File: config.mk
export PLATFORM = sky130hd
export DESIGN_NAME = cabs_ram
export DESIGN_NICKNAME = d
export VERILOG_FILES = /design/src/rtl/cabs_ram.sv
export SDC_FILE = /design/constraint.sdc
export NUM_CORES = 2
export LEC_CHECK = 0
export BUFFER_PORTS_ARGS = -buffer_cell sky130_fd_sc_hd__buf_4
export CORE_UTILIZATION = 45
export DETAILED_ROUTE_END_ITERATION = 7
export GPL_TIMING_DRIVEN = 0
export PLACE_DENSITY = 0.62
export SYNTH_ARGS = -nofsm -noshare
export SYNTH_HDL_FRONTEND = slang
export SYNTH_SLANG_ARGS = --single-unit
File: constraint.sdc
create_clock -name clk -period 2.37 [get_ports clk]
set_input_delay 0.474 -clock clk [delete_from_list [all_inputs] [get_ports clk]]
set_output_delay 0.474 -clock clk [all_outputs]
set_load 0.03 [all_outputs]
File: src/rtl/cabs_ram.sv
module cabs_ram #(
  parameter int W = 8,
  parameter int D = 256
) (
  input  logic                 clk,
  input  logic                 we,
  input  logic [$clog2(D)-1:0] waddr,
  input  logic [W-1:0]         wdata,
  input  logic [$clog2(D)-1:0] raddr,
  output logic [W-1:0]         rdata
);

  logic [W-1:0] mem [D];

  always_ff @(posedge clk) begin
    if (we) mem[waddr] <= wdata;
    rdata <= mem[raddr];
  end

endmodule

==> flow_metrics.tcl <==
set metrics [dict create \
    outcome "complete, but fails checks" \
    violations "max-capacitance violations, max-slew violations, negative setup slack" \
    fin_util_pct 53.21 \
    cts_tree "done" \
    synth-edff-count 2048 \
    insertion_delay_ns 0.82 \
    synth.area.top_cells "edfxtp_1, mux4_2, mux2i_1" \
    clock_path_buffers 3 \
    fin_crit_ns 2.576 \
    syn_inst 3733 \
    n_fill_cell 13390 \
    globalRouteTotalUtil_pct 27.20 \
    r2r-start "mem[83][6]$_DFFE_PP_" \
    numCtsBuffers 201 \
    fmax_ghz 0.3882 \
    stdcell_count 6511 \
    critPathLaunchType "input pin" \
    regArea_sq_mm 0.06166 \
    design_area_sq_mm 0.09300 \
    maxCapViolCount 1 \
    fin_skew_ns 0.02364 \
    cp-endpoint "mem[69][1]$_DFFE_PP_" \
    drcViolationCount 0 \
    power.total_uw 75980 \
    hpwlAfterDp_um 161800 \
    drt.antenna.violating_nets 0 \
    io_pins 34 \
    drtPass1Iterations 7 \
    antenna_found_initial 7 \
    crit_start "waddr[0]" \
    core_sq_mm 0.1748 \
    dieArea_sq_mm 0.1785 \
    vdd_drop_max_v 0.0008124 \
    grt_max_degree 151 \
    grt_pass1_vias 40820 \
    avgSynthCellArea_sq_um 21.31 \
    ctsHtreeMaxLevel 4 \
    period_share_pct 108.7 \
    met2_usage_pct 41.07 \
    row_count 153 \
    die_x_um 422.5 \
    synth_most_common_cell "edfxtp_1" \
    grt_pass1_wl_um 332200 \
    p_per_area_mw_per_mm2 817.0 \
    globalplace.congestion 0.9380 \
    multiInputGateArea_sq_mm 0.01876 \
    synthFlopType "edfxtp_1" \
    relSlewSlack_pct -0.6626 \
    worst_slew_pin_slew_ns 1.510 \
    yosys-top-cells-count "edfxtp_1, mux4_2, nor2_1" \
    rsz0062_at_grt "yes" \
    ys_ff_latch 2056 \
    drive_above_1_share_pct 31.94 \
    postCtsHoldBufs 0 \
    async_flop_share_pct 0 \
    path_max_fanout 10 \
    place_inst 6100 \
    grt-ovfl-total 0 \
    path_class "input pin to register" \
    worstReg2RegEnd "rdata[6]$_DFF_P_" \
    worst_setup_path_end_kind "register" \
    hold_violations 0 \
    syn_nets 3759 \
    finish.net_count 4041 \
    vias 41810 \
    syn-cell-area_sq_mm 0.07956 \
    busiest_layer "met2" \
    use_met3_pct 7.523 \
    critPathRequiredTime_ns 2.82 \
    drt_wl_total_um 243200 \
    initial_utilization_pct 45.52 \
    r2r_cells 6 \
    viasPerCell 6.422 \
    synthToLayoutAreaGrowth_pct 16.90 \
    ff2ff_setup_slack_ns -0.11 \
    clock_tree.root_cell "clkbuf_16" \
    tns_ns -22.63 \
    seq_area_frac_synth_pct 77.50 \
    synth.distinct_cells 55 \
    clock-sinks 2056 \
    cp.arrival_ns 3.02 \
    final_max_slew_viol_count 11 \
    synth_top_area_share_pct 77.30 \
    dr.first_iter.drc_count 6705 \
    setup_violations 443 \
    yosysTopAreaCell "edfxtp_1" \
    fp.dieH_um 422.5 \
    wl_per_cell_um 37.36 \
    worst_slack_ns -0.2062 \
    hold_class "input pin to register" \
    port_buffers 26 \
    yosysWarnings 0 \
    met1_usage_pct 37.13 \
    placed_area_sq_mm 0.08320 \
    clkTransAtPathRegs_ns 0.06 \
    leakage_uw 0.02839 \
]
==> logic make-up (layout without fill, tap and decap cells) <==
logic type / count (synthesis) / in the layout / share of synthesized area (%)
buf+inv: 235 / 682 / 1.831
simple gates: 466 / 466 / 2.628
compound gates: 385 / 385 / 3.419
flops: 2056 / 2056 / 77.50
other cells: 0 / 6 / 0
mux: 591 / 591 / 14.62
==> flip-flops by register name, indices dropped and copies added (netlist names) <==
name   cells
mem     2048
rdata      8
==> layer usage <==
layer / part of all wire [%] / vias up
met5: 0 / -
met4: 4.2 / 0
met3: 12 / 481
met2: 46 / 2799
met1: 38 / 22220
li1: - / 16320
==> repair_timing <==
action,4_1_cts,5_1_grt
cloned,0,1
resized for setup,636,196
pin swaps,40,28
setup buffers,7,35
setup endpoints to repair,1298,851
==> area by class of cell <==
type | count | area share [%]
buffer | 227 | 2.525
inverter | 2 | 0.01211
clock buffer | 261 | 5.832
tap | 2325 | 3.128
multi-input combinational | 1442 | 20.17
antenna | 6 | 0.01614
sequential | 2056 | 66.30
timing repair buffer | 85 | 1.122
clock inverter | 107 | 0.8987
==> where the power goes <==
part           internal, uW  leakage, uW  switching (uW)
logic                  1660      0.00684            3330
clock network         17300      0.00307           13600
registers             40100       0.0185            25.9
total                 59000       0.0284           17000
==> worst max-delay path, cell delays in order <==
cell and delay [ns]:
clkbuf_1 0.39, nor2b_1 0.19, clkbuf_1 0.41, nand3_1 0.41, clkbuf_4 0.57, nor2_2 0.54
==> stage by stage <==
step | hold WS [ns] | setup WS (ns)
2_1_floorplan | 0.5729 | 0.005262
3_3_place_gp | 0.9034 | -2.950
3_5_place_dp | 0.9025 | -2.776
4_1_cts | 0.03387 | -0.08716
5_1_grt | 0.05831 | -0.1695
6_report | 0.06322 | -0.2062
==> layout by cell type (no fill, tap or decap), types with 74 or more instances in the layout <==
cell       instances
a21oi_1           74
a22oi_1          120
buf_4             78
clkbuf_1          79
clkbuf_16        213
edfxtp_1        2048
mux2i_1          130
mux4_2           454
nor2_1           113
nor2_4           125
==> worst min path at each step <==
stage,cells past startpoint,slack (ns),to,start
after CTS,1,0.03,mem[186][3]$_DFFE_PP_,wdata[3]
final,1,0.06,mem[214][1]$_DFFE_PP_,wdata[1]
after detailed placement,1,0.90,rdata[0],rdata[0]$_DFF_P_
after global placement,1,0.90,rdata[0],rdata[0]$_DFF_P_
after global routing,1,0.06,mem[214][1]$_DFFE_PP_,wdata[1]
after floorplan,0,0.57,mem[0][0]$_DFFE_PP_,wdata[0]
No activity file was read; power rests on OpenSTA's default activity.
