## src/rtl/cabs_pkg.sv

```systemverilog
package cabs_pkg;

  typedef enum logic [3:0] {
    S_LOAD, S_DUMP, S_OUT, S_OR, S_OB, S_OA, S_IN, S_IR, S_IB, S_IC, S_IM, S_IU,
    S_IP, S_IT, S_FIN
  } state_t;

  typedef struct packed {
    logic ins;
    logic shift;
  } cell_ctrl_t;

  localparam logic REG_IOU   = 1'b0;
  localparam logic REG_LIMIT = 1'b1;

  localparam logic [15:0] IOU_RESET   = 16'd45875;
  localparam logic [6:0]  LIMIT_RESET = 7'd64;

endpackage

```

## src/rtl/cabs_cell.sv

```systemverilog
module cabs_cell #(
  parameter int IW = 8
) (
  input  logic                 clk,
  input  logic                 rst,
  input  cabs_pkg::cell_ctrl_t ctrl,
  input  logic [15:0]          new_score,
  input  logic [IW-1:0]        new_idx,
  input  logic                 prv_valid,
  input  logic                 prv_stay,
  input  logic [15:0]          prv_score,
  input  logic [IW-1:0]        prv_idx,
  input  logic                 nxt_valid,
  input  logic [15:0]          nxt_score,
  input  logic [IW-1:0]        nxt_idx,
  output logic                 valid,
  output logic                 stay,
  output logic [15:0]          score,
  output logic [IW-1:0]        idx
);

  // equal scores stay ahead, so load order holds among ties
  assign stay = valid && (score >= new_score);

  always_ff @(posedge clk) begin
    if (rst) begin
      valid <= 1'b0;
    end else if (ctrl.shift) begin
      valid <= nxt_valid;
      score <= nxt_score;
      idx   <= nxt_idx;
    end else if (ctrl.ins && !stay) begin
      if (prv_stay) begin
        valid <= 1'b1;
        score <= new_score;
        idx   <= new_idx;
      end else begin
        valid <= prv_valid;
        score <= prv_score;
        idx   <= prv_idx;
      end
    end
  end

endmodule

```

## config.mk

```make
export PLATFORM = sky130hd
export DESIGN_NAME = cabs_cell
export DESIGN_NICKNAME = d
export VERILOG_FILES = /design/src/rtl/cabs_pkg.sv /design/src/rtl/cabs_cell.sv
export SDC_FILE = /design/constraint.sdc
export NUM_CORES = 1
export LEC_CHECK = 0
export ABC_CLOCK_PERIOD_IN_PS = 7400
export BUFFER_PORTS_ARGS = -buffer_cell sky130_fd_sc_hd__buf_2
export CAP_MARGIN = 20
export CORE_MARGIN = 1.5
export CORE_UTILIZATION = 48
export CTS_BUF_LIST = sky130_fd_sc_hd__clkbuf_8
export CTS_CLUSTER_DIAMETER = 30
export CTS_CLUSTER_SIZE = 28
export DETAILED_ROUTE_END_ITERATION = 10
export HOLD_SLACK_MARGIN = 0.12
export PLACE_DENSITY = 0.88
export REMOVE_ABC_BUFFERS = 1
export SLEW_MARGIN = 15
export SYNTH_ARGS = -nofsm -noshare
export SYNTH_HDL_FRONTEND = slang
export SYNTH_SLANG_ARGS = --single-unit
```

## constraint.sdc

```tcl
create_clock -name clk -period 7.4 [get_ports clk]
set_input_delay 1.11 -clock clk [delete_from_list [all_inputs] [get_ports clk]]
set_output_delay 1.11 -clock clk [all_outputs]
set_load 0.02 [all_outputs]
```

==> impl_summary.md <==
Logic synthesis
For this run, the leading register cell type out of synthesis is edfxtp_1. After Yosys synthesis, XOR and XNOR cells account for 0% of the synthesized area. Synthesis produced 168 cells. The synthesized netlist devotes between 10% and 20% of its cell area to compound gates.

In this run the biggest area consumer among cell types represents 42.1% of the synthesized area. The most area-hungry cell type in the Yosys netlist is edfxtp_1. The synthesized area per cell is 10.2 µm². The share of synthesized cell area in full adder, half adder and majority cells is 11.7%.

The count of state elements after synthesis is 25. The number of different library cells in the post-synthesis netlist is 28. The multiplexer fraction of the synthesized cell area is around 14%. The synthesized netlist occupies a cell area of 1710 µm². The number of enable-type register cells in the synthesized netlist is 24. Sequential elements use a little over two fifths of the synthesized area. The fraction of the mapped netlist area in simple logic gates is 9.35%. By area the synthesized netlist is led by edfxtp_1 (42%), mux2i_1 (14%), ha_1 (12%), o21ai_0 (7.6%), nand2_1 (5.3%). In the synthesized netlist the async set-or-reset flop fraction comes to 0%.

The dominant combinational cell family by area after synthesis is compound AO/OA/AOI/OAI gates. The Yosys warning count is 0.

Clocking
TritonCTS built the clock tree. The maximum clock insertion buffer count is 2. The H-tree depth is 1. The total CTS buffers is 3. In this run, post-CTS hold repair placed 0 buffers.

The clock-pin transition on the worst setup and hold timing paths is 0.08 ns. The clock latency reported for the late side of the worst-skew pair is 0.26 ns. The root cell of the clock tree is clkbuf_8. The number of instances resized during post-cts repair is 0. The total clock sinks is 25.

The number of post-CTS setup repair buffers is 0.

Worst setup path
STA classifies the critical path endpoint as an output port. The worst-path maximum fanout is 3. At the worst endpoint, the arrival time is ~3.0 ns. Data on the critical path is required at its endpoint by about 6.3 ns. The type of the setup path with the least slack is input pin to output port. The element type at the critical path start is an input pin.

Final layout
The filler cells instantiated in the layout total 273. Summing all multi-input logic gate instances after layout gives 890 µm². The number of nets in the layout is between 300 and 400. Summing all flip-flop and latch instances after layout gives 741 µm². The antenna diode instance count is 0. Cells with a size suffix above 1 make up 42.0% of the layout. The area growth from synthesis to layout is 35.9%.

The final cell count without fillers is 315.

Detailed routing
Across all layers, the routed design uses between 1500 and 2000 vias. The count of routing violations after the opening detailed-route iteration is 29. The wire length per cell is around 12 µm. The detailed-routing iteration count for the pre-antenna-repair pass is 4. The via-per-instance ratio is 4.93. The DRC violations left is 0. In this run the remaining antenna-violating nets after routing total 0. The total routed wirelength is about 3700 µm.

Floorplan
The floorplan has 21 rows. The die covers between 3000 and 4000 µm². The starting density of the core is between 50% and 60%. The width of the chip is between 60 and 70 µm.

The region available for standard cell placement spans 3390 µm². The number of top-level pins is 105. From bottom edge to top edge, the die measures 62.7 µm.

GRT
The pin count of the biggest net entering global routing is 51. Summed over all layers, the global routing overflow is 0. The initial antenna violation count was 0. The number of global-route vias before repair came to 1555. The overall track demand over capacity in global routing is about a fifth. The first-pass GRT wire length is 6290 µm.

Timing
The number of endpoints with negative hold slack in the final report came to 0. The slew at the pin closest to its max-slew limit is 0.743 ns. The headroom to the max-slew limit is 50.5%.

Setup violations remaining at the end of the flow were counted as 0. Static timing analysis puts the maximum clock frequency at 0.246 GHz. The time the worst path needs with I/O delays and setup is 4.06 ns. The setup skew after layout is 0.00229 ns.

The final worst-path setup slack is 3.34 ns. Setup repair after global routing left no endpoint under its margin. The final count of pins violating max slew is 0. The final-layout setup total negative slack is 0 ns. Dividing the final minimum period by the clock period gives between 50% and 60%. On the final layout, the worst hold slack is approximately 0.7 ns.

Flow run
Max-cap violations in this run came to 0.

Placement
The cell count after placement is 311. After legalization and detailed placement, the total HPWL measured 3010 µm. At the end of routability-driven placement, the weighted congestion stood at around 0.7. The number of I/O port buffers is 104.

At the placement stage, the worst setup path has a slack of 3.31 ns.

Pwr
IR analysis of the VDD net gives a maximum drop of 0.105 mV. Summed over all cells, the static leakage comes to about 0.0012 µW. Dividing total power by cell area gives a power density of ~150 nW/µm².

Min path
The class of the most critical hold timing path is flip-flop to flip-flop.

Run status
The run finished with clean final reports.
cell type report:
class                   instances  share of cell area (%)
inverters                      18                    2.90
multi-input cells             117                    38.2
repair buffers                105                    22.7
well taps                      46                    2.47
clock inverters                 1                   0.161
flip-flops and latches         25                    31.8
clock buffers                   3                    1.77
routing by layer:
metal  GRT usage [%]  part of all wire (%)
met1            22.5                    40
met2            37.1                    52
met3            3.78                   6.6
met4            5.83                  0.91
met5               0                     0
cell usage after synthesis (all sizes together) (2+ instances only):
| master | n |
|---|---|
| edfxtp | 24 |
| a21o | 2 |
| o21ai | 27 |
| o21a | 2 |
| buf | 2 |
| mux2i | 24 |
| nand3 | 2 |
| inv | 18 |
| nand2 | 24 |
| a21oi | 4 |
| nand4 | 2 |
| clkbuf | 6 |
| ha | 16 |
| nor2 | 2 |
cell usage in the layout, fill, tap and decap left out, drive strengths merged, types with 2 or more instances in the layout:
cell type / Yosys / layout
ha: 16 / 16
nand4: 2 / 2
mux2i: 24 / 24
edfxtp: 24 / 24
clkbuf: 6 / 3
a21o: 2 / 2
o21a: 2 / 2
nand2: 24 / 24
o21ai: 27 / 27
nor2: 2 / 2
inv: 18 / 19
buf: 2 / 105
a21oi: 4 / 4
nand3: 2 / 2
critical path, stage by stage:
cell and delay [ns]:
buf_2 0.11, ha_1 0.29, nand2b_4 0.15, a2111oi_4 0.33, o21ai_1 0.12, a2111o_1 0.48
and2_2 0.21, buf_2 0.15
kinds of logic after synthesis:
group                      count (synthesis)
and+or+nand+nor                           35
AOI/OAI and AO/OA                         42
muxes                                     24
adders and majority gates                 16
buffers and inverters                     26
DFF                                       25
where the power goes:
| part | switching [µW] | internal (µW) |
|---|---|---|
| clock | 40.4 | 37.0 |
| sequential | 4.85 | 169 |
| combinational | 55.0 | 47.0 |
registers in the layout, summed over array words and instances, names as in the netlist:
name / count
valid: 1
idx: 8
score: 16
through the flow:
| step | total power [µW] | area (µm²) | utilization, % |
|---|---|---|---|
| CTS | 358 | 2330 | 68.7 |
| global placement | 277 | 2280 | 67.4 |
| detailed placement | 280 | 2280 | 67.4 |
| global route | 375 | 2330 | 68.7 |
| floorplan | 233 | 1680 | - |
| finish | 353 | 2330 | 68.7 |
worst paths after layout:
| kind | slack [ns] | depth (start not counted) | endpoint | from |
|---|---|---|---|---|
| hold reg to reg | 0.70 | 2 | valid | valid |
| setup reg to reg | 4.29 | 8 | score[14] | score[0] |
| hold / removal | 0.70 | 2 | valid | valid |
| setup / recovery | 3.34 | 8 | stay | new_score[0] |
No activity file was read; power rests on OpenSTA's default activity.
